`config.mk`:
```
export PLATFORM = sky130hd
export DESIGN_NAME = icalc_front
export DESIGN_NICKNAME = d
export VERILOG_FILES = /design/src/hw/rtl/icalc_pkg.sv /design/src/hw/rtl/icalc_front.sv
export SDC_FILE = /design/constraint.sdc
export NUM_CORES = 1
export LEC_CHECK = 0
export BUFFER_PORTS_ARGS = -buffer_cell sky130_fd_sc_hd__buf_2
export CORE_MARGIN = 1.5
export CORE_UTILIZATION = 30
export DETAILED_ROUTE_END_ITERATION = 10
export PLACE_DENSITY = 0.61
export SYNTH_ARGS = -nofsm -noshare
export SYNTH_HDL_FRONTEND = slang
export SYNTH_SLANG_ARGS = --single-unit
```
`constraint.sdc`:
```
create_clock -name clk -period 4.4 [get_ports clk]
set_clock_uncertainty 0.15 [all_clocks]
set_input_delay 0.66 -clock clk [delete_from_list [all_inputs] [get_ports clk]]
set_output_delay 0.66 -clock clk [all_outputs]
set_load 0.05 [all_outputs]
```
`src/hw/rtl/icalc_pkg.sv`:
```
// Shared types, codes and defaults for the integer calculator ALU.
`timescale 1ns / 1ps
`default_nettype none

package icalc_pkg;

    localparam int DEF_OPERAND_WIDTH = 32;
    localparam int DEF_FRACTION_BITS = 16;
    localparam int QUEUE_DEPTH       = 4;

    typedef enum logic [2:0] {
        OP_ADD  = 3'd0,
        OP_SUB  = 3'd1,
        OP_MUL  = 3'd2,
        OP_DIV  = 3'd3,
        OP_REM  = 3'd4,
        OP_POW  = 3'd5,
        OP_SQRT = 3'd6,
        OP_CBRT = 3'd7
    } op_t;

    typedef enum logic [1:0] {
        ST_OK        = 2'd0,
        ST_DIV_ZERO  = 2'd1,
        ST_ROOT_NEG  = 2'd2,
        ST_OVERFLOW  = 2'd3
    } status_t;

    typedef enum logic [3:0] {
        JK_ADD,
        JK_SUB,
        JK_MUL,
        JK_DIV,
        JK_REM,
        JK_PPOW,
        JK_NPOW,
        JK_SQRT,
        JK_CBRT,
        JK_FAULT
    } job_kind_t;

    typedef struct packed {
        job_kind_t kind;
        status_t   fault;
        logic      neg;
    } job_ctl_t;

    typedef enum logic [3:0] {
        BK_IDLE,
        BK_MUL,
        BK_PLO,
        BK_PHI,
        BK_NPW,
        BK_DSET,
        BK_DIV,
        BK_ROOT,
        BK_RFIX,
        BK_SIGN,
        BK_FIN
    } bk_state_t;

endpackage

`default_nettype wire

```
`src/hw/rtl/icalc_front.sv`:
```
// Front end: takes input words, forms operand magnitudes and classifies them into jobs.
`timescale 1ns / 1ps
`default_nettype none

module icalc_front
    import icalc_pkg::*;
#(
    parameter int OPERAND_WIDTH = DEF_OPERAND_WIDTH
)
(
    input  wire logic                     clk,
    input  wire logic                     rst_n,
    input  wire logic                     in_valid,
    output logic                          in_ready,
    input  wire logic [2:0]               operation,
    input  wire logic signed [31:0]       first_operand,
    input  wire logic signed [31:0]       second_operand,
    output logic                          f_valid,
    input  wire logic                     f_ready,
    output job_ctl_t                      f_ctl,
    output logic [OPERAND_WIDTH-1:0]      f_a,
    output logic [OPERAND_WIDTH-1:0]      f_b,
    output logic [OPERAND_WIDTH-1:0]      f_ma,
    output logic [OPERAND_WIDTH-1:0]      f_mb
);

    localparam int W = OPERAND_WIDTH;

    logic           fv_reg;
    job_ctl_t       ctl_reg;
    logic [W-1:0]   a_reg;
    logic [W-1:0]   b_reg;
    logic [W-1:0]   ma_reg;
    logic [W-1:0]   mb_reg;

    logic [W-1:0]   a;
    logic [W-1:0]   b;
    logic [W-1:0]   ma;
    logic [W-1:0]   mb;
    logic           sa;
    logic           sb;
    job_ctl_t       ctl;
    op_t            op;
    logic           in_fire;

    assign a  = first_operand[W-1:0];
    assign b  = second_operand[W-1:0];
    assign sa = a[W-1];
    assign sb = b[W-1];
    assign ma = sa ? (~a + W'(1)) : a;
    assign mb = sb ? (~b + W'(1)) : b;
    assign op = op_t'(operation);

    always_comb
    begin
        ctl.kind  = JK_ADD;
        ctl.fault = ST_OK;
        ctl.neg   = 1'b0;
        unique case (op)
            OP_ADD:  ctl.kind = JK_ADD;
            OP_SUB:  ctl.kind = JK_SUB;
            OP_MUL:
            begin
                ctl.kind = JK_MUL;
                ctl.neg  = sa ^ sb;
            end
            OP_DIV:
            begin
                ctl.kind  = (b == '0) ? JK_FAULT : JK_DIV;
                ctl.fault = (b == '0) ? ST_DIV_ZERO : ST_OK;
                ctl.neg   = sa ^ sb;
            end
            OP_REM:
            begin
                ctl.kind  = (b == '0) ? JK_FAULT : JK_REM;
                ctl.fault = (b == '0) ? ST_DIV_ZERO : ST_OK;
                ctl.neg   = sa;
            end
            OP_POW:
            begin
                ctl.neg = sa & b[0];
                priority if (!sb)
                    ctl.kind = JK_PPOW;
                else if (a == '0)
                begin
                    ctl.kind  = JK_FAULT;
                    ctl.fault = ST_DIV_ZERO;
                end
                else
                    ctl.kind = JK_NPOW;
            end
            OP_SQRT:
            begin
                ctl.kind  = sa ? JK_FAULT : JK_SQRT;
                ctl.fault = sa ? ST_ROOT_NEG : ST_OK;
            end
            OP_CBRT:
            begin
                ctl.kind = JK_CBRT;
                ctl.neg  = sa;
            end
        endcase
    end

    assign in_ready = !fv_reg || f_ready;
    assign in_fire  = in_valid && in_ready;

    always_ff @(posedge clk or negedge rst_n)
    begin
        if (!rst_n)
            fv_reg <= 1'b0;
        else if (in_ready)
            fv_reg <= in_valid;
    end

    always_ff @(posedge clk)
    begin
        if (in_fire)
        begin
            ctl_reg <= ctl;
            a_reg   <= a;
            b_reg   <= b;
            ma_reg  <= ma;
            mb_reg  <= mb;
        end
    end

    assign f_valid = fv_reg;
    assign f_ctl   = ctl_reg;
    assign f_a     = a_reg;
    assign f_b     = b_reg;
    assign f_ma    = ma_reg;
    assign f_mb    = mb_reg;

endmodule

`default_nettype wire

```
## Yosys cells after proc, flatten, opt, wreduce, memory -nomap -nowiden

Cells that the tools add are included.

- Register bits: 136
- Logic and storage cells: 46

- $add $sub $neg: 2
- Equal/unequal tests: 7
- Muxes and demuxes: 14
- Bitwise logic cells: 4
- Reduce and logical (&&, ||, !) cells: 9

Operators by type and width:

| cell | number |
|---|---|
| 32-bit by 1-bit adder with 32-bit output, second input constant | 2 |
| 32-bit logical NOT | 2 |
| 32-bit inverter | 2 |
| 31-bit two-way mux | 2 |
| 4-bit case mux with 8 select lines | 1 |
| 4-bit two-way mux | 5 |
| 3-bit equality test, second input constant | 4 |
| 3-bit by 2-bit equality test with 1-bit output, second input constant | 2 |
| 2-bit case mux with 3 select lines | 1 |
| 2-bit OR reduction | 3 |
| 3-bit by 1-bit equality test with 1-bit output, second input constant | 1 |
| 3-bit logical NOT | 1 |
| 1-bit two-way mux | 3 |
| 1-bit case mux with 3 select lines | 1 |
| 2-bit two-way mux | 1 |
| 1-bit bitwise AND | 1 |
| 1-bit logical AND | 1 |
| 1-bit logical NOT | 1 |
| 1-bit logical OR | 1 |
| 1-bit bitwise XOR | 1 |

## Depth between registers and ports, before layout

Gate-level depths: netlist (run 1).

- Depth in word-level cells: 4
- Gate-level depth with buffers: 7
- Mapped depth without buffers: 7

## Worst setup path before layout (run 1)

OpenSTA, ideal clock, no wires.

- Kind: input-to-reg
- Start: input f_ready
- End: register a_reg[0], in the netlist f_a[0], enable pin
- Arrival time: 4251 ps
- Data required time: 3743 ps
- Path slack: -509 ps
- Stages: 2
- Path buffers: 0
- Path through: nand2b_1 -> and2_1

- Word-level cells in the longest chain between the ends: 2

RTL lines:

| item | RTL line | text |
|---|---|---|
| from (decl) | icalc_front.sv:19 | `input wire logic f_ready,` |
| 1-bit logical OR | icalc_front.sv:105 | `assign in_ready = !fv_reg \|\| f_ready;` |
| 1-bit logical AND | icalc_front.sv:106 | `assign in_fire = in_valid && in_ready;` |
| net in_fire | icalc_front.sv:44 | `logic in_fire;` |
| to (signal assigned) | icalc_front.sv:121 | `a_reg <= a;` |
| to (decl) | icalc_front.sv:31 | `logic [W-1:0] a_reg;` |

The timed path passes the listed nets, and every way through them passes these cells.
A chain may end at the register's enable or synchronous reset.

## Final worst setup path (run 1)

- Start: input first_operand[3]
- End: register ma_reg[22], in the netlist f_ma[22] (data pin)

- Word-level cells in the longest chain between the ends: 3

RTL lines:

| item | RTL line | text |
|---|---|---|
| from (decl) | icalc_front.sv:16 | `input wire logic signed [31:0] first_operand,` |
| 32-bit inverter | icalc_front.sv:50 | `assign ma = sa ? (~a + W'(1)) : a;` |
| 32-bit by 1-bit adder with 32-bit output | icalc_front.sv:50 |  |
| 31-bit two-way mux | icalc_front.sv:50 |  |
| net ma[22] | icalc_front.sv:38 | `logic [W-1:0] ma;` |
| to (signal assigned) | icalc_front.sv:123 | `ma_reg <= ma;` |
| to (decl) | icalc_front.sv:33 | `logic [W-1:0] ma_reg;` |

The timed path passes the listed nets, and every way through them passes these cells.

==> summary.md, run 1 <==
| Metric | Value |
|---|---|
| Largest net degree at the start of global routing | 71 |
| Worst setup SP type | primary input |
| Yosys top cell area share | 0.709 |
| Reg2Reg Depth | 3 |
| Maximum level of the CTS H-tree | 4 |
| # hold bufs at CTS | 1 |
| Post-route DRC violation count | 0 |
| I/O Pins | 208 |
| Pre-antenna DRT Iters | 4 |
| GP Congestion | 0.749 |
| Sequential Power Share | 0.428 |
| Number of synthesized flops with an enable pin | 133 |
| Slew HR | 0.408 |
| Initial antenna violation count | 0 |
| Mean Syn Cell Area | 15.1 um^2 |
| Synth cell types | 43 |
| P_sw | 0.989 mW |
| Asr flop ratio synth | 0.00746 |
| Initial Utilization | 0.309 |
| Standard-cell row count | 49 |
| Number of CTS-inserted buffers | 17 |
| Fin. max-slew vios | 0 |
| Fin crit period | 2610 ps |
| Tightest Pin Transition | 889 ps |
| Number of global-route vias before repair | 4056 |
| Placed insts | 798 |
| CP arrival | 2620 ps |
| Most used DFF post-synth | edfxtp_1 |
| Synth-to-Final Area Change | 33.9% |
| Critical path class | primary input to register |
| Peak VDD IR | 0.000254 V |
| Final Hold Fails | 0 |
| Nets@finish | 662 |
| Req. time, crit path | 4400 ps |
| Flop and latch count out of synthesis | 134 |
| Synth area leaders | edfxtp_1, xnor2_1, o31ai_1, o21ai_0, nand2_1 |
| CTS Buffer Depth | 2 |
| Final Cell Area | 7540 um^2 |
| Placed wire-length estimate | 10100 um |
| Die width | 140 um |
| Final setup vio count | 0 |
| Clock power share | 0.412 |
| DR iter-0 viols | 161 |
| Mapped Cells | 372 |
| Total routed wirelength | 13800 um |
| First-pass GRT wire length | 21500 um |
| Die ar. | 19600 um^2 |
| Worst-path clk slew | 60 ps |
| Yosys top cell by area | edfxtp_1 |
| Worst-path maximum fanout | 7 |
| Total negative slack | 0 ps |
| Post-CTS setup buffers | 0 |
| Routed Antenna Nets | 0 |
| Syn Nets | 445 |
| Root Driver | clkbuf_16 |
| Total gr overflow | 0 |
| Clock sink total | 134 |
| Max Clock Freq | 0.383 GHz |
| Status | completed |
| Post-placement cell area | 6920 um^2 |
| Synth Cell Area | 5630 um^2 |
| Vias per Instance | 4.79 |
| Layout cells sized above 1 | 0.417 |
| Vias | 3984 |
| Resized cells post-CTS | 0 |
| Global Route Usage Sum | 0.143 |
| Hold path cells | 1 |
| Worst-Skew Late Latency | 400 ps |
| N_diodes | 0 |
| Max Cap Violations | 0 |
| Final worst path period share | 0.594 |
| Final non-filler cell total | 831 |
| Power per standard cell area | 474 nW/um^2 |
| Drt wl/cell | 16.6 um |
| CTS tree | built |
| RSZ-0062 raised after global routing | false |
| Seq/Total Area, Yosys | 0.713 |
| Logic pwr share | 0.160 |
| Pint | 2.58 mW |
| Ys Warns | 0 |
| Core Footprint | 18200 um^2 |
| Die H | 140 um |
| Critical Path Sink Type | register |
| Static Leakage | 2.84 nW |
| Switching share of power | 0.277 |
| IO buf count | 207 |
| Worst hold path class | primary input to register |
cell families (layout without fill, tap and decap cells):
| group | after synthesis | after routing | synth area share |
|---|---|---|---|
| flops | 134 | 134 | 0.713 |
| simple gates | 98 | 98 | 0.102 |
| compound gates | 61 | 61 | 0.0737 |
| xor+xnor | 58 | 58 | 0.0902 |
| buf+inv | 19 | 249 | 0.0160 |
| fa+ha+maj | 2 | 2 | 0.00444 |
cell type report:
| class | instances | area [um^2] |
|---|---|---|
| flip-flops and latches | 134 | 4020 |
| fillers | 1679 | 10700 |
| clock buffers | 18 | 429 |
| repair buffers | 210 | 1070 |
| multi-input cells | 219 | 1530 |
| inverters | 7 | 26.3 |
| well taps | 229 | 287 |
| clock inverters | 14 | 181 |
cells in the final DEF, fill, tap and decap left out, types with 2 or more instances in the layout:
| cell | instances |
|---|---|
| a21oi_1 | 3 |
| and3_1 | 2 |
| buf_2 | 207 |
| bufinv_16 | 4 |
| clkbuf_16 | 17 |
| clkinv_1 | 3 |
| clkinv_2 | 2 |
| clkinvlp_4 | 3 |
| edfxtp_1 | 133 |
| ha_1 | 2 |
| inv_1 | 7 |
| inv_6 | 2 |
| nand2_1 | 26 |
| nand2b_1 | 6 |
| nand3_1 | 9 |
| nand3b_1 | 2 |
| nand4_1 | 3 |
| nor2_1 | 8 |
| nor2b_1 | 2 |
| nor3_1 | 6 |
| nor4_1 | 7 |
| o21ai_0 | 25 |
| o31ai_1 | 18 |
| o41ai_1 | 7 |
| or3_1 | 6 |
| or4_1 | 10 |
| or4_4 | 2 |
| xnor2_1 | 57 |
metrics by stage:
stage | power (mW) | util | worst slack, ps | hold WS, ps
after global routing | 3.70 | 0.414 | 1650 | 296
final | 3.57 | 0.414 | 1790 | 313
after floorplan | 1.96 | - | 938 | 214
after detailed placement | 2.13 | 0.380 | 1330 | 291
after global placement | 2.12 | 0.380 | 1320 | 285
after CTS | 3.62 | 0.414 | 1770 | 286
Yosys cell counts, types with 2 or more instances:
master	n
nor2b_1	2
and3_1	2
o31ai_1	18
ha_1	2
a21oi_1	3
nor3_1	6
or4_4	2
inv_1	7
nand4_1	3
buf_4	3
nand2b_1	6
nand3b_1	2
nand2_1	26
clkbuf_1	8
or4_1	10
o41ai_1	7
o21ai_0	25
nor4_1	7
edfxtp_1	133
nor2_1	8
nand3_1	9
xnor2_1	57
or3_1	6
path summary, 6_finish.rpt:
kind	start	to	slack [ps]
hold reg to reg	f_valid$_DFFE_PN0N_	f_valid$_DFFE_PN0N_	390
setup / recovery	first_operand[3]	f_ma[22]$_DFFE_PP_	1790
min in group asynchronous	rst_n	f_valid$_DFFE_PN0N_	410
hold / removal	second_operand[4]	f_b[4]$_DFFE_PP_	310
setup reg to reg	f_valid$_DFFE_PN0N_	f_ma[18]$_DFFE_PP_	2210
max in group asynchronous	rst_n	f_valid$_DFFE_PN0N_	3610
worst max-delay path, stage by stage:
cell and delay, ps:
buf_2 150, nor4_2 570, nand4_1 320, or4_1 500
o41ai_1 320, xnor2_1 100
power groups by stage:
stage          sequential [mW]  combinational [mW]  clock, mW
3_3_place_gp              1.55               0.567          0
2_1_floorplan             1.83               0.125          0
4_1_cts                   1.53               0.575       1.52
3_5_place_dp              1.56               0.574          0
6_report                  1.53               0.571       1.47
5_1_grt                   1.54               0.603       1.56
registers in the layout (all words and copies together) (netlist names):
name / count
f_a: 32
f_b: 32
f_ctl: 7
f_ma: 31
f_mb: 31
f_valid: 1
metal layers:
metal,up-vias,track usage,wire length (um)
met3,12,0.0667,1360
met2,178,0.232,6490
li1,1880,-,-
met1,1914,0.169,5850
met4,0,0.0454,129
met5,-,0,0
(Power assumes the default switching activity.)
==> inputs of run 2 (changes only) <==
--- a/config.mk
+++ b/config.mk
@@ -9,7 +9,7 @@
 export CORE_MARGIN = 1.5
 export CORE_UTILIZATION = 30
 export DETAILED_ROUTE_END_ITERATION = 10
-export PLACE_DENSITY = 0.61
+export PLACE_DENSITY = 0.59
 export SYNTH_ARGS = -nofsm -noshare
 export SYNTH_HDL_FRONTEND = slang
 export SYNTH_SLANG_ARGS = --single-unit
==> constraint.sdc (replaced) <==
create_clock -name clk -period 2.6 [get_ports clk]
set_clock_uncertainty 0.15 [all_clocks]
set_input_delay 0.39 -clock clk [delete_from_list [all_inputs] [get_ports clk]]
set_output_delay 0.39 -clock clk [all_outputs]
set_load 0.05 [all_outputs]
==> run 2 against run 1 <==
Worst setup slack worse by 1400 ps. Worst hold slack worse by 280 ps. First-iteration DRC count is 25% lower. Critical path depth is 2 higher. Routed wire length is 1.6% higher. Non-clock buffer count is 21 higher. Total power is 67% higher. Via count is 1.2% higher. Cell count is 2.5% higher. Sequential share of layout area is 1.0 points lower.
==> summary.md, run 2 (same netlist as run 1, synthesis figures left out) <==
| Metric | Value |
|---|---|
| Total routed wirelength | 14100 um |
| CTS Buffer Depth | 2 |
| Maximum level of the CTS H-tree | 4 |
| CP arrival | 2220 ps |
| Reg2Reg Setup Slack | 1040 ps |
| Worst hold path class | primary input to register |
| Number of global-route vias before repair | 4089 |
| Vias | 4033 |
| Switching share of power | 0.282 |
| Worst-Skew Late Latency | 410 ps |
| Vias per Instance | 4.73 |
| Most common cell after layout, fill and taps aside | buf_2 |
| N_diodes | 0 |
| Layout cells sized above 1 | 0.440 |
| Tightest Pin Transition | 447 ps |
| Power per standard cell area | 776 nW/um^2 |
| DP Worst Slack | -40.3 ps |
| Die H | 140 um |
| Worst-path maximum fanout | 3 |
| Logic pwr share | 0.165 |
| Die width | 140 um |
| # hold bufs at CTS | 1 |
| Routed Antenna Nets | 0 |
| Final setup vio count | 0 |
| GP Congestion | 0.777 |
| Final non-filler cell total | 852 |
| Largest net degree at the start of global routing | 76 |
| Reg2Reg Depth | 3 |
| Status | completed |
| Startpoint of the worst register-to-register path | f_valid$_DFFE_PN0N_ |
| CTS tree | built |
| Resized cells post-CTS | 0 |
| Standard-cell row count | 49 |
| IO buf count | 207 |
| Layout fillers | 1675 |
| Post-CTS setup buffers | 0 |
| Initial antenna violation count | 0 |
| Critical path's largest stage delay | 440 ps |
| Critical Path Sink Type | register |
| Clock power share | 0.402 |
| Sequential Power Share | 0.433 |
| Placed wire-length estimate | 10300 um |
| Final Hold Fails | 0 |
| PnR worst setup slack | 386 ps |
| Total gr overflow | 0 |
| Static Leakage | 2.94 nW |
| Nets@finish | 683 |
| Hold path start | in_valid |
| Cell mode on critical path | or4_4 |
| Number of CTS-inserted buffers | 17 |
| Drt wl/cell | 16.5 um |
| Worst-path clk slew | 60 ps |
| Max Clock Freq | 0.452 GHz |
| Fin Hold WS | 36.9 ps |
| Peak VDD IR | 0.000430 V |
| CP Cell Sequence | buf_2, inv_1, ha_1, or2b_1, or4_4, or4_4, o41ai_2, xnor2_1 |
| Most frequent cells in the layout | buf_2, edfxtp_1, xnor2_1 |
| Root Driver | clkbuf_16 |
| Hold EP | f_valid$_DFFE_PN0N_ |
| Critical path class | primary input to register |
| Max Cap Violations | 0 |
| Crit Reg-Reg Endpoint | f_ctl[4]$_DFFE_PP_ |
| Final worst path period share | 0.851 |
| Placed insts | 819 |
| P_sw | 1.68 mW |
| Worst setup SP type | primary input |
| Slew HR | 0.702 |
| Fin crit period | 2210 ps |
| Global Route Usage Sum | 0.146 |
| RSZ-0062 raised after global routing | false |
| First-pass GRT wire length | 21800 um |
| Fin. max-slew vios | 0 |
| Crit-path slowest cell | or4_4 |
| Req. time, crit path | 2610 ps |
| Post-route DRC violation count | 0 |
| Die ar. | 19600 um^2 |
| Pre-antenna DRT Iters | 4 |
| Pint | 4.29 mW |
| Synth-to-Final Area Change | 36.5% |
| Initial Utilization | 0.309 |
| I/O Pins | 208 |
| Clock sink total | 134 |
| Core Footprint | 18200 um^2 |
| DR iter-0 viols | 120 |
| Hold path cells | 2 |
[run 2: cell types whose count changed in the layout (fill, tap and decap cells not counted), sizes merged]
| cell | delta |
|---|---|
| clkinv | +4 |
| clkinvlp | -2 |
| buf | +21 |
| clkbuf | -1 |
| bufinv | -1 |
[run 2: final cells by class]
cell class	count	area (um^2)	area share
timing repair buffer	231	1240	0.162
sequential	134	4020	0.523
tap	229	287	0.0373
clock inverter	15	160	0.0208
clock buffer	17	425	0.0553
multi-input combinational	219	1530	0.199
inverter	7	26.3	0.00342
[run 2: metal layers]
metal / up-vias / track usage / wire length [um]
met4: 0 / 0.0416 / 124
met3: 10 / 0.0708 / 1440
met5: - / 0 / 0
met1: 1923 / 0.166 / 5790
met2: 186 / 0.244 / 6710
li1: 1914 / - / -
[run 2: power by group through the flow]
stage               logic [mW]  registers, mW  clock network [mW]
finish                   0.986           2.59                2.40
global route              1.04           2.60                2.53
CTS                      0.994           2.59                2.46
detailed placement       0.992           2.63                   0
global placement         0.980           2.63                   0
floorplan                0.213           3.10                   0
[run 2: how the worst max path moves through the flow]
stage,startpoint,endpoint,cells after the start
floorplan,f_valid$_DFFE_PN0N_,f_a[0]$_DFFE_PP_,2
global placement,second_operand[1],f_mb[14]$_DFFE_PP_,8
detailed placement,second_operand[1],f_mb[14]$_DFFE_PP_,8
CTS,second_operand[1],f_mb[14]$_DFFE_PP_,8
global route,second_operand[1],f_mb[14]$_DFFE_PP_,8
finish,second_operand[1],f_mb[14]$_DFFE_PP_,8
[run 2: metrics by stage]
step                instance area (um^2)  setup TNS [ps]   util  power (mW)
floorplan                           5640               0      -        3.31
global placement                    7100               0  0.390        3.61
detailed placement                  7100           -67.4  0.390        3.62
CTS                                 7690               0  0.422        6.04
global route                        7690               0  0.422        6.18
finish                              7690               0  0.422        5.97
[run 2: critical path, delay by kind of cell]
| family | cells | cell delay, ps |
|---|---|---|
| buffers and inverters | 2 | 180 |
| xor gates and xnor gates | 1 | 90 |
| and+or+nand+nor | 3 | 1140 |
| AOI/OAI and AO/OA | 1 | 260 |
| adders and majority gates | 1 | 160 |
