`config.mk`:
```
export PLATFORM = sky130hd
export DESIGN_NAME = icalc_back
export DESIGN_NICKNAME = d
export VERILOG_FILES = /design/src/hw/rtl/icalc_pkg.sv /design/src/hw/rtl/icalc_back.sv
export SDC_FILE = /design/constraint.sdc
export NUM_CORES = 2
export LEC_CHECK = 0
export BUFFER_PORTS_ARGS = -buffer_cell sky130_fd_sc_hd__buf_2
export CAP_MARGIN = 20
export CORE_UTILIZATION = 44
export CTS_CLUSTER_SIZE = 30
export DETAILED_ROUTE_END_ITERATION = 10
export GPL_TIMING_DRIVEN = 0
export MAX_ROUTING_LAYER = met4
export PLACE_DENSITY = 0.62
export SLEW_MARGIN = 10
export SYNTH_ARGS = -nofsm -noshare
export SYNTH_HDL_FRONTEND = slang
export SYNTH_SLANG_ARGS = --single-unit
```
`constraint.sdc`:
```
create_clock -name clk -period 29.5 [get_ports clk]
set_input_delay 1.475 -clock clk [delete_from_list [all_inputs] [get_ports clk]]
set_output_delay 1.475 -clock clk [all_outputs]
set_load 0.005 [all_outputs]
```
`src/hw/rtl/icalc_pkg.sv`:
```
// Shared types, codes and defaults for the integer calculator ALU.
`timescale 1ns / 1ps
`default_nettype none

package icalc_pkg;

    localparam int DEF_OPERAND_WIDTH = 32;
    localparam int DEF_FRACTION_BITS = 16;
    localparam int QUEUE_DEPTH       = 4;

    typedef enum logic [2:0] {
        OP_ADD  = 3'd0,
        OP_SUB  = 3'd1,
        OP_MUL  = 3'd2,
        OP_DIV  = 3'd3,
        OP_REM  = 3'd4,
        OP_POW  = 3'd5,
        OP_SQRT = 3'd6,
        OP_CBRT = 3'd7
    } op_t;

    typedef enum logic [1:0] {
        ST_OK        = 2'd0,
        ST_DIV_ZERO  = 2'd1,
        ST_ROOT_NEG  = 2'd2,
        ST_OVERFLOW  = 2'd3
    } status_t;

    typedef enum logic [3:0] {
        JK_ADD,
        JK_SUB,
        JK_MUL,
        JK_DIV,
        JK_REM,
        JK_PPOW,
        JK_NPOW,
        JK_SQRT,
        JK_CBRT,
        JK_FAULT
    } job_kind_t;

    typedef struct packed {
        job_kind_t kind;
        status_t   fault;
        logic      neg;
    } job_ctl_t;

    typedef enum logic [3:0] {
        BK_IDLE,
        BK_MUL,
        BK_PLO,
        BK_PHI,
        BK_NPW,
        BK_DSET,
        BK_DIV,
        BK_ROOT,
        BK_RFIX,
        BK_SIGN,
        BK_FIN
    } bk_state_t;

endpackage

`default_nettype wire

```
`src/hw/rtl/icalc_back.sv`:
```
// Back end: sequencer with shared multiplier, divider and root unit, output register.
`timescale 1ns / 1ps
`default_nettype none

module icalc_back
    import icalc_pkg::*;
#(
    parameter int OPERAND_WIDTH = DEF_OPERAND_WIDTH,
    parameter int FRACTION_BITS = DEF_FRACTION_BITS
)
(
    input  wire logic                     clk,
    input  wire logic                     rst_n,
    input  wire logic                     j_valid,
    output logic                          j_ready,
    input  wire job_ctl_t                 j_ctl,
    input  wire logic [OPERAND_WIDTH-1:0] j_a,
    input  wire logic [OPERAND_WIDTH-1:0] j_b,
    input  wire logic [OPERAND_WIDTH-1:0] j_ma,
    input  wire logic [OPERAND_WIDTH-1:0] j_mb,
    output logic                          out_valid,
    input  wire logic                     out_ready,
    output logic signed [63:0]            result_whole,
    output logic [15:0]                   result_fraction,
    output logic [1:0]                    status
);

    localparam int W     = OPERAND_WIDTH;
    localparam int F     = FRACTION_BITS;
    localparam int DW    = (W > F + 2) ? W : F + 2;
    localparam int RS    = (W + 2 * F + 1) / 2;
    localparam int RC    = (W + 3 * F + 2) / 3;
    localparam int RW    = (RS > RC) ? RS : RC;
    localparam int TWM   = (2 * RS > 3 * RC) ? 2 * RS : 3 * RC;
    localparam int SH_SQ = 2 * F + TWM - 2 * RS;
    localparam int SH_CB = 3 * F + TWM - 3 * RC;
    localparam int REMW  = 2 * RW + 6;
    localparam int SW    = 2 * RW;
    localparam int PW    = 32 + W;
    localparam int CWA   = $clog2(DW + 1);
    localparam int CWB   = $clog2(RW + 1);
    localparam int CWM   = (CWA > CWB) ? CWA : CWB;
    localparam int CW    = (W > CWM) ? W : CWM;
    localparam logic [63:0] ONE64  = 64'd1 << F;
    localparam logic [63:0] MASK64 = ONE64 - 64'd1;

    bk_state_t          state_reg, state_next;
    job_ctl_t           ctl_reg, ctl_next;
    logic [W-1:0]       ma_reg, ma_next;
    logic [W-1:0]       mb_reg, mb_next;
    logic [63:0]        mag_reg, mag_next;
    logic [PW-1:0]      prod_reg, prod_next;
    logic [63:0]        v_reg, v_next;
    logic               fixed_reg, fixed_next;
    status_t            stat_reg, stat_next;
    logic [CW-1:0]      cnt_reg, cnt_next;
    logic [DW-1:0]      dq_reg, dq_next;
    logic [DW-1:0]      dr_reg, dr_next;
    logic [DW-1:0]      dd_reg, dd_next;
    logic [TWM-1:0]     t_reg, t_next;
    logic [RW-1:0]      r_reg, r_next;
    logic [SW-1:0]      s_reg, s_next;
    logic [REMW-1:0]    rem_reg, rem_next;
    logic               out_valid_reg, out_valid_next;
    logic [63:0]        whole_reg, whole_next;
    logic [15:0]        frac_reg, frac_next;
    status_t            status_reg, status_next;

    logic               slot_free;
    logic               simple_in;
    logic               j_fire;
    logic               last_step;
    logic [31:0]        mul_x;
    logic [W-1:0]       mul_y;
    logic [PW-1:0]      mul_p;
    logic [64:0]        p_sum;
    logic               pw_ovf;
    logic [63:0]        npw_d;
    logic               npw_big;
    logic [DW:0]        d_t;
    logic               d_ge;
    logic [DW:0]        d_sub;
    logic [DW-1:0]      dr_new;
    logic [DW-1:0]      dq_new;
    logic               is_cube;
    logic [REMW-1:0]    rem_x;
    logic [REMW-1:0]    r_test;
    logic               r_ge;
    logic [63:0]        v_simple;
    logic [63:0]        load_v;
    logic               load_fixed;
    status_t            load_stat;
    logic               out_load;

    assign slot_free = !out_valid_reg || out_ready;
    assign simple_in = (j_ctl.kind == JK_ADD) || (j_ctl.kind == JK_SUB)
                       || (j_ctl.kind == JK_FAULT);
    assign j_ready   = (state_reg == BK_IDLE) && (!simple_in || slot_free);
    assign j_fire    = j_valid && j_ready;
    assign last_step = (cnt_reg == CW'(1));

    // shared multiplier
    always_comb
    begin
        mul_y = (state_reg == BK_MUL) ? mb_reg : ma_reg;
        priority if (state_reg == BK_MUL)
            mul_x = 32'(ma_reg);
        else if (state_reg == BK_PHI)
            mul_x = mag_reg[63:32];
        else
            mul_x = mag_reg[31:0];
    end
    assign mul_p = PW'(mul_x) * PW'(mul_y);

    // power step: combine high partial product and check against the limit
    assign p_sum = 65'(mul_p) + 65'(prod_reg >> 32);
    assign pw_ovf = ctl_reg.neg
        ? ((p_sum[64:32] != '0)
           || (p_sum[31] && ((p_sum[30:0] != '0) || (prod_reg[31:0] != '0))))
        : (p_sum[64:31] != '0);

    assign npw_big = (64'(mul_p) > ONE64);
    assign npw_d   = npw_big ? (ONE64 + 64'd1) : 64'(mul_p);

    // restoring divide step
    assign d_t    = {dr_reg, dq_reg[DW-1]};
    assign d_sub  = d_t - {1'b0, dd_reg};
    assign d_ge   = (d_t >= {1'b0, dd_reg});
    assign dr_new = d_ge ? d_sub[DW-1:0] : d_t[DW-1:0];
    assign dq_new = {dq_reg[DW-2:0], d_ge};

    // digit-by-digit root step
    assign is_cube = (ctl_reg.kind == JK_CBRT);
    assign rem_x = is_cube ? ((rem_reg << 3) | REMW'(t_reg[TWM-1 -: 3]))
                           : ((rem_reg << 2) | REMW'(t_reg[TWM-1 -: 2]));
    assign r_test = is_cube
        ? ((REMW'(s_reg) << 3) + (REMW'(s_reg) << 2) + (REMW'(r_reg) << 2)
           + (REMW'(r_reg) << 1) + REMW'(1))
        : ((REMW'(r_reg) << 2) | REMW'(1));
    assign r_ge = (rem_x >= r_test);

    always_comb
    begin
        unique case (j_ctl.kind)
            JK_ADD:  v_simple = 64'($signed(j_a)) + 64'($signed(j_b));
            JK_SUB:  v_simple = 64'($signed(j_a)) - 64'($signed(j_b));
            default: v_simple = '0;
        endcase
    end

    // next state
    always_comb
    begin
        state_next = state_reg;
        unique case (state_reg)
            BK_IDLE:
            begin
                if (j_fire)
                begin
                    unique case (j_ctl.kind)
                        JK_MUL:  state_next = BK_MUL;
                        JK_DIV,
                        JK_REM:  state_next = BK_DIV;
                        JK_PPOW: state_next = ((j_mb == '0) || (j_ma <= W'(1)))
                                              ? BK_SIGN : BK_PLO;
                        JK_NPOW: state_next = (j_ma <= W'(1)) ? BK_DSET : BK_NPW;
                        JK_SQRT,
                        JK_CBRT: state_next = BK_ROOT;
                        default: state_next = BK_IDLE;
                    endcase
                end
            end
            BK_MUL:  state_next = BK_SIGN;
            BK_PLO:  state_next = BK_PHI;
            BK_PHI:
            begin
                priority if (pw_ovf)
                    state_next = BK_FIN;
                else if (last_step)
                    state_next = BK_SIGN;
                else
                    state_next = BK_PLO;
            end
            BK_NPW:  state_next = (npw_big || last_step) ? BK_DSET : BK_NPW;
            BK_DSET: state_next = BK_DIV;
            BK_DIV:  state_next = last_step ? BK_SIGN : BK_DIV;
            BK_ROOT: state_next = last_step ? BK_RFIX : BK_ROOT;
            BK_RFIX: state_next = BK_SIGN;
            BK_SIGN: state_next = BK_FIN;
            BK_FIN:  state_next = slot_free ? BK_IDLE : BK_FIN;
            default: state_next = BK_IDLE;
        endcase
    end

    // datapath and outputs
    always_comb
    begin
        ctl_next   = ctl_reg;
        ma_next    = ma_reg;
        mb_next    = mb_reg;
        mag_next   = mag_reg;
        prod_next  = prod_reg;
        v_next     = v_reg;
        fixed_next = fixed_reg;
        stat_next  = stat_reg;
        cnt_next   = cnt_reg;
        dq_next    = dq_reg;
        dr_next    = dr_reg;
        dd_next    = dd_reg;
        t_next     = t_reg;
        r_next     = r_reg;
        s_next     = s_reg;
        rem_next   = rem_reg;
        load_v     = v_simple;
        load_fixed = 1'b0;
        load_stat  = (j_ctl.kind == JK_FAULT) ? j_ctl.fault : ST_OK;
        out_load   = 1'b0;

        unique case (state_reg)
            BK_IDLE:
            begin
                if (j_fire)
                begin
                    ctl_next   = j_ctl;
                    ma_next    = j_ma;
                    mb_next    = j_mb;
                    stat_next  = ST_OK;
                    fixed_next = (j_ctl.kind == JK_NPOW) || (j_ctl.kind == JK_SQRT)
                                 || (j_ctl.kind == JK_CBRT);
                    out_load   = simple_in;
                    unique case (j_ctl.kind)
                        JK_DIV,
                        JK_REM:
                        begin
                            dq_next  = DW'(j_ma);
                            dd_next  = DW'(j_mb);
                            dr_next  = '0;
                            cnt_next = CW'(DW);
                        end
                        JK_PPOW:
                        begin
                            priority if (j_mb == '0)
                                mag_next = 64'd1;
                            else if (j_ma <= W'(1))
                                mag_next = 64'(j_ma);
                            else
                                mag_next = 64'd1;
                            cnt_next = CW'(j_mb);
                        end
                        JK_NPOW:
                        begin
                            mag_next = 64'd1;
                            cnt_next = CW'(j_mb);
                        end
                        JK_SQRT:
                        begin
                            t_next   = TWM'(j_ma) << SH_SQ;
                            r_next   = '0;
                            s_next   = '0;
                            rem_next = '0;
                            cnt_next = CW'(RS);
                        end
                        JK_CBRT:
                        begin
                            t_next   = TWM'(j_ma) << SH_CB;
                            r_next   = '0;
                            s_next   = '0;
                            rem_next = '0;
                            cnt_next = CW'(RC);
                        end
                        default:
                        begin
                        end
                    endcase
                end
            end
            BK_MUL:  mag_next = 64'(mul_p);
            BK_PLO:  prod_next = mul_p;
            BK_PHI:
            begin
                cnt_next = cnt_reg - CW'(1);
                mag_next = {p_sum[31:0], prod_reg[31:0]};
                if (pw_ovf)
                begin
                    v_next     = ctl_reg.neg ? 64'h8000_0000_0000_0000
                                             : 64'h7FFF_FFFF_FFFF_FFFF;
                    stat_next  = ST_OVERFLOW;
                    fixed_next = 1'b0;
                end
            end
            BK_NPW:
            begin
                cnt_next = cnt_reg - CW'(1);
                mag_next = npw_d;
            end
            BK_DSET:
            begin
                // round toward minus infinity: ceiling on the magnitude when negative
                dq_next  = DW'(ONE64) + (ctl_reg.neg ? DW'(mag_reg - 64'd1) : DW'(0));
                dd_next  = DW'(mag_reg);
                dr_next  = '0;
                cnt_next = CW'(DW);
            end
            BK_DIV:
            begin
                cnt_next = cnt_reg - CW'(1);
                dq_next  = dq_new;
                dr_next  = dr_new;
                mag_next = (ctl_reg.kind == JK_REM) ? 64'(dr_new) : 64'(dq_new);
            end
            BK_ROOT:
            begin
                cnt_next = cnt_reg - CW'(1);
                t_next   = is_cube ? (t_reg << 3) : (t_reg << 2);
                rem_next = r_ge ? (rem_x - r_test) : rem_x;
                r_next   = {r_reg[RW-2:0], r_ge};
                s_next   = r_ge ? ((s_reg << 2) + (SW'(r_reg) << 2) + SW'(1)) : (s_reg << 2);
            end
            BK_RFIX:
            begin
                // inexact negative cube root steps one unit further down
                mag_next = 64'(r_reg)
                           + 64'(is_cube && ctl_reg.neg && (rem_reg != '0));
            end
            BK_SIGN:
            begin
                v_next = ctl_reg.neg ? (~mag_reg + 64'd1) : mag_reg;
            end
            BK_FIN:
            begin
                load_v     = v_reg;
                load_fixed = fixed_reg;
                load_stat  = stat_reg;
                out_load   = slot_free;
            end
            default:
            begin
            end
        endcase

        out_valid_next = out_load ? 1'b1 : (out_ready ? 1'b0 : out_valid_reg);
        whole_next     = whole_reg;
        frac_next      = frac_reg;
        status_next    = status_reg;
        if (out_load)
        begin
            whole_next  = load_fixed ? 64'($signed(load_v) >>> F) : load_v;
            frac_next   = load_fixed ? 16'(load_v & MASK64) : 16'd0;
            status_next = load_stat;
        end
    end

    always_ff @(posedge clk or negedge rst_n)
    begin
        if (!rst_n)
        begin
            state_reg     <= BK_IDLE;
            out_valid_reg <= 1'b0;
        end
        else
        begin
            state_reg     <= state_next;
            out_valid_reg <= out_valid_next;
        end
    end

    always_ff @(posedge clk)
    begin
        ctl_reg    <= ctl_next;
        ma_reg     <= ma_next;
        mb_reg     <= mb_next;
        mag_reg    <= mag_next;
        prod_reg   <= prod_next;
        v_reg      <= v_next;
        fixed_reg  <= fixed_next;
        stat_reg   <= stat_next;
        cnt_reg    <= cnt_next;
        dq_reg     <= dq_next;
        dr_reg     <= dr_next;
        dd_reg     <= dd_next;
        t_reg      <= t_next;
        r_reg      <= r_next;
        s_reg      <= s_next;
        rem_reg    <= rem_next;
        whole_reg  <= whole_next;
        frac_reg   <= frac_next;
        status_reg <= status_next;
    end

    assign out_valid       = out_valid_reg;
    assign result_whole    = whole_reg;
    assign result_fraction = frac_reg;
    assign status          = status_reg;

    a_ovf_frac: assert property (@(posedge clk) disable iff (!rst_n)
        (out_valid_reg && (status_reg == ST_OVERFLOW)) |-> (frac_reg == '0))
        else $error("saturated word carries a fraction");

    a_fault_zero: assert property (@(posedge clk) disable iff (!rst_n)
        (out_valid_reg && ((status_reg == ST_DIV_ZERO) || (status_reg == ST_ROOT_NEG)))
        |-> ((whole_reg == '0) && (frac_reg == '0)))
        else $error("fault word is not zero");

    a_busy_no_take: assert property (@(posedge clk) disable iff (!rst_n)
        (state_reg != BK_IDLE) |-> !j_ready)
        else $error("job taken while sequencer busy");

    a_count_live: assert property (@(posedge clk) disable iff (!rst_n)
        ((state_reg == BK_ROOT) || (state_reg == BK_DIV)) |-> (cnt_reg != '0))
        else $error("iteration count ran out inside a loop");

endmodule

`default_nettype wire

```
# Word level (Yosys, flattened, before mapping)
# Index checks and enable logic that the tools add are counted.
# W data, S select, Z words.
# word_totals
register_bits	726
input_bits	139
output_inout_bits	84
# op_classes
add_sub_neg	16
n_mul	1
order_cmp	4
n_eq_ne	29
muxes	73
bitwise	3
reduce_logical	48
# ops
operator	n
$mux W64	9
$mux W32	17
$pmux W64 S2	4
$pmux W32 S3	4
$pmux W64 S6	1
$mux W70	5
$pmux W81 S2	2
$mux W81	2
$pmux W70 S2	1
$add A64 B1 Y64 const B	2
$pmux W32 S2	2
$add A69 B33 Y70	1
$add A70 B1 Y70 const B	1
$ge A70 B70 Y1	1
$or A70 B2 Y70	1
$or A70 B3 Y70	1
$reduce_bool A70 Y1	1
$sub A70 B70 Y70	1
$add A68 B34 Y69	1
$add A67 B66 Y68	1
$add A64 B32 Y65	1
$add A64 B34 Y64	1
$gt A64 B17 Y1 const B	1
$mul A32 B32 Y64	1
other kinds (43)	112

# Depth between registers and ports, before layout
# logic_depth
word_depth	12
ltp_mapped	49

# Worst setup path after synthesis
# No wires, ideal clock.
# synth_path
path_type	flip-flop to flip-flop
startpoint	register state_reg[1]
endpoint	register v_reg[0] (enable)
setup_time_ns	0.574
arrival_ns	15.643
slack_ns	13.283
stages_incl_launch_ff	44
path_buffers	3
path_cell_list	dfrtp_1 > nand2b_1 > nor3_1 > clkbuf_1 > clkbuf_1 > mux2i_1 > clkbuf_1 > nor2_1 > fa_1 > inv_1 > fa_1 > fa_1 > fa_1 > inv_1 > fa_1 > inv_1 > fa_1 > inv_1 > [... 8 more ...] > a31oi_1 > or3_1 > and2_1 > ha_1 > and3_1 > a221o_1 > and3_1 > o21a_1 > nand2b_1 > a31oi_1 > or3_4 > or3_1 > nor3b_1 > nand2_1 > and3_1 > o22ai_1 > nor3_1 > o21ai_0
# synth_between
elab_chain_cells	12
word_cells_on_any_way	18
classes_between	add/sub: 1; mul: 1; eq/ne: 4; mux: 4; reduce/logical: 8
# synth_lines
element	line_no	rtl
start, declared	icalc_back.sv:47	bk_state_t state_reg, state_next;
start signal, assigned	icalc_back.sv:362	state_reg <= state_next;
$eq A4 B2 Y1	icalc_back.sv:108	else if (state_reg == BK_PHI)
$mux W32	icalc_back.sv:108	
$mux W32	icalc_back.sv:106	priority if (state_reg == BK_MUL)
$mul A32 B32 Y64 (*)	icalc_back.sv:113	assign mul_p = PW'(mul_x) * PW'(mul_y);
net mul_p[25]	icalc_back.sv:75	logic [PW-1:0] mul_p;
$add A64 B32 Y65 (*)	icalc_back.sv:116	assign p_sum = 65'(mul_p) + 65'(prod_reg >> 32);
$reduce_bool A31 Y1	icalc_back.sv:119	|| (p_sum[31] && ((p_sum[30:0] != '0) || (prod_reg[31:0] != '0))))
$logic_or A1 B1 Y1	icalc_back.sv:119	
$logic_and A1 B1 Y1	icalc_back.sv:119	
$logic_or A1 B1 Y1	icalc_back.sv:119	
$mux W1 (*)	icalc_back.sv:118	? ((p_sum[64:32] != '0)
$ne A2 B2 Y1 (no source line) (*)	-	
$reduce_and A2 Y1 (no source line) (*)	-	
end signal, assigned	icalc_back.sv:374	v_reg <= v_next;
end, declared	icalc_back.sv:53	logic [63:0] v_reg, v_next;
# Mark *: on every way through the listed nets, which the timed path passes. The rest lies on a longest branch.
# A chain may end at the register's enable or synchronous reset.

# Final worst setup path
# layout_path
startpoint	register state_reg[1]
endpoint	register v_reg[6] (enable)
# Same word-level chain as after synthesis.

==> impl_metrics.ini <==
[run_status]
status = completed

[detailed_routing]
ant_nets = 0
drc_errors = 0
drt_iter0_drc = 8994
via_count = 76200
first_pass_iters = 9
wl_per_cell_um = 29.5
viasPerCell = 6.11
drt-total-wl_um = 368000

[logic_synthesis]
ys_ff_latch = 676
synth_area_um2 = 84600
syn-num-nets = 11200
synth_cell_types = 104
netlist.area_leader.share = 0.238
synth_cells = 9480
ys.flop_type = edfxtp_1
avgSynthCellArea_um2 = 8.93
synthTopCellsByArea = edfxtp_1, fa_1, ha_1
yosysTopAreaCell = edfxtp_1
synth_edf_count = 671
yosys_warnings = 0
synthArstFlopShare = 0.00740
seq_area_frac_synth = 0.240

[timing]
finClkSkew_ns = 0.0428
relSlewSlack = 0.136
final.setup.worst_slack_ns = 12.12
setup_violations = 0
tns_ns = 0
worstMarginPinSlew_ns = 1.30
finalCriticalPeriod_ns = 17.38
min_period_over_period = 0.589
hold_viol = 0
timing.fmax_ghz = 0.0575
grt_setup_unrepaired = false
maxSlewViolCount = 0

[floorplanning]
die_area_um2 = 194000
start_util = 0.444
core_area_um2 = 191000
ios = 223
die_y_um = 441
fp.dieW_um = 441
rows = 160

[worst_setup_path]
critPathBufInv = 11
critPathLaunchType = flip-flop
cp-end-kind = flip-flop
crit_fanout = 30
crit_required_ns = 29.89
cpMostUsedCell = fa_1
crit_family = adder cells
crit_slowest_cell = clkbuf_1
critPathKind = reg -> reg
cp.arrival_ns = 17.77
slowest_delay_ns = 0.97
reg2reg_slack_ns = 12.12

[global_route]
grt_max_degree = 64
grt_pass1_vias = 73600
grt_remaining_overflow = 0
grt.total_usage = 0.387
grt_pass1_wl_um = 521000
antenna_found_initial = 36

[flow_run]
cap_violations = 0

[cts]
cts_tree = done
cts_buffers = 75
cts_max_path_buffers = 3
insertion_delay_ns = 0.72
cts_hold_buf = 0
cts_resized = 0
clock-sinks = 676
clk_pin_slew_worst_paths_ns = 0.07
post_cts_buffers = 0
htree_levels = 3
root_buffer = clkbuf_16

[cells_and_area]
finalNetCount = 11600
layout-drive-gt1-share = 0.0596
num-fill-cells = 18300
largest_register_ffs = 70
final_common_cell = nand2_1
synthToLayoutAreaGrowth_pct = 10.1
most-common-layout-cells = nand2_1, nor2_1, inv_1

[min_path]
hold_class = reg -> reg

[place]
dp_hpwl_um = 304000
portBuffers = 222
place_congestion = 1.08
dp_slack_ns = 12.68
[logic make-up (layout without fill, tap and decap cells)]
kind of cell,after synthesis,count (layout),synth area share
AO/OA/AOI/OAI,1798,1798,0.136
XOR/XNOR,400,400,0.0414
adder cells (fa/ha/maj),1589,1589,0.320
buffers and inverters,1509,1948,0.0676
flip-flops,676,676,0.240
multiplexers,157,157,0.0192
other,0,42,0
AND/OR/NAND/NOR,3351,3351,0.176
[through the flow]
stage	utilization	area, um^2	hold WS, ns	instances
global placement	0.466	88900	0.549	12200
global route	0.488	93100	0.595	12500
CTS	0.487	92800	0.568	12400
floorplan	-	84600	0.509	9480
finish	0.489	93100	0.572	12500
detailed placement	0.473	90200	0.557	12300
[cell type report]
class | count | area, um^2 | area share
Antenna cell | 42 | 105 | 0.00113
Buffer | 467 | 1810 | 0.0194
Clock buffer | 88 | 1950 | 0.0209
Clock inverter | 48 | 691 | 0.00742
Inverter | 1042 | 3910 | 0.0420
Multi-Input combinational cell | 7295 | 59000 | 0.633
Sequential cell | 676 | 20300 | 0.218
Tap cell | 2511 | 3140 | 0.0337
Timing Repair Buffer | 303 | 2280 | 0.0245
[worst min-delay path: cells and delay by family (launching register included)]
family	cells	cell delay (ns)
simple gates	1	0.06
flops	1	0.35
compound gates	1	0.06
[worst paths after layout]
kind,start,end,cells after the start
max,state_reg[1],v_reg[6],44
min,prod_reg[27],mag_reg[27],2
max reg2reg,state_reg[1],v_reg[6],44
min reg2reg,prod_reg[27],mag_reg[27],2
max in group asynchronous,rst_n,out_valid,1
min in group asynchronous,rst_n,state_reg[0],1
[routing by layer]
metal	share of wire	GRT usage	vias to the layer above
li1	-	-	33000
met1	0.40	0.505	38000
met2	0.43	0.554	4412
met3	0.12	0.107	869
met4	0.056	0.180	0
met5	0	-	-
[synthesized netlist by cell type, drive strengths merged, types with 50 or more instances]
cell / n
a211oi: 74
a21o: 216
a21oi: 540
a22oi: 62
a31oi: 81
and2: 72
and3: 87
buf: 51
clkbuf: 416
edfxtp: 671
fa: 961
ha: 628
inv: 1038
mux2i: 122
nand2: 1333
nand2b: 80
nand3: 143
nand4: 81
nor2: 1052
nor2b: 77
nor3: 143
nor4: 91
o21a: 53
o21ai: 378
o21bai: 50
or3: 66
xnor2: 258
xor2: 142
Power is not shown: default switching activity piles up to over one toggle a cycle in this logic, so the estimate is an artifact.
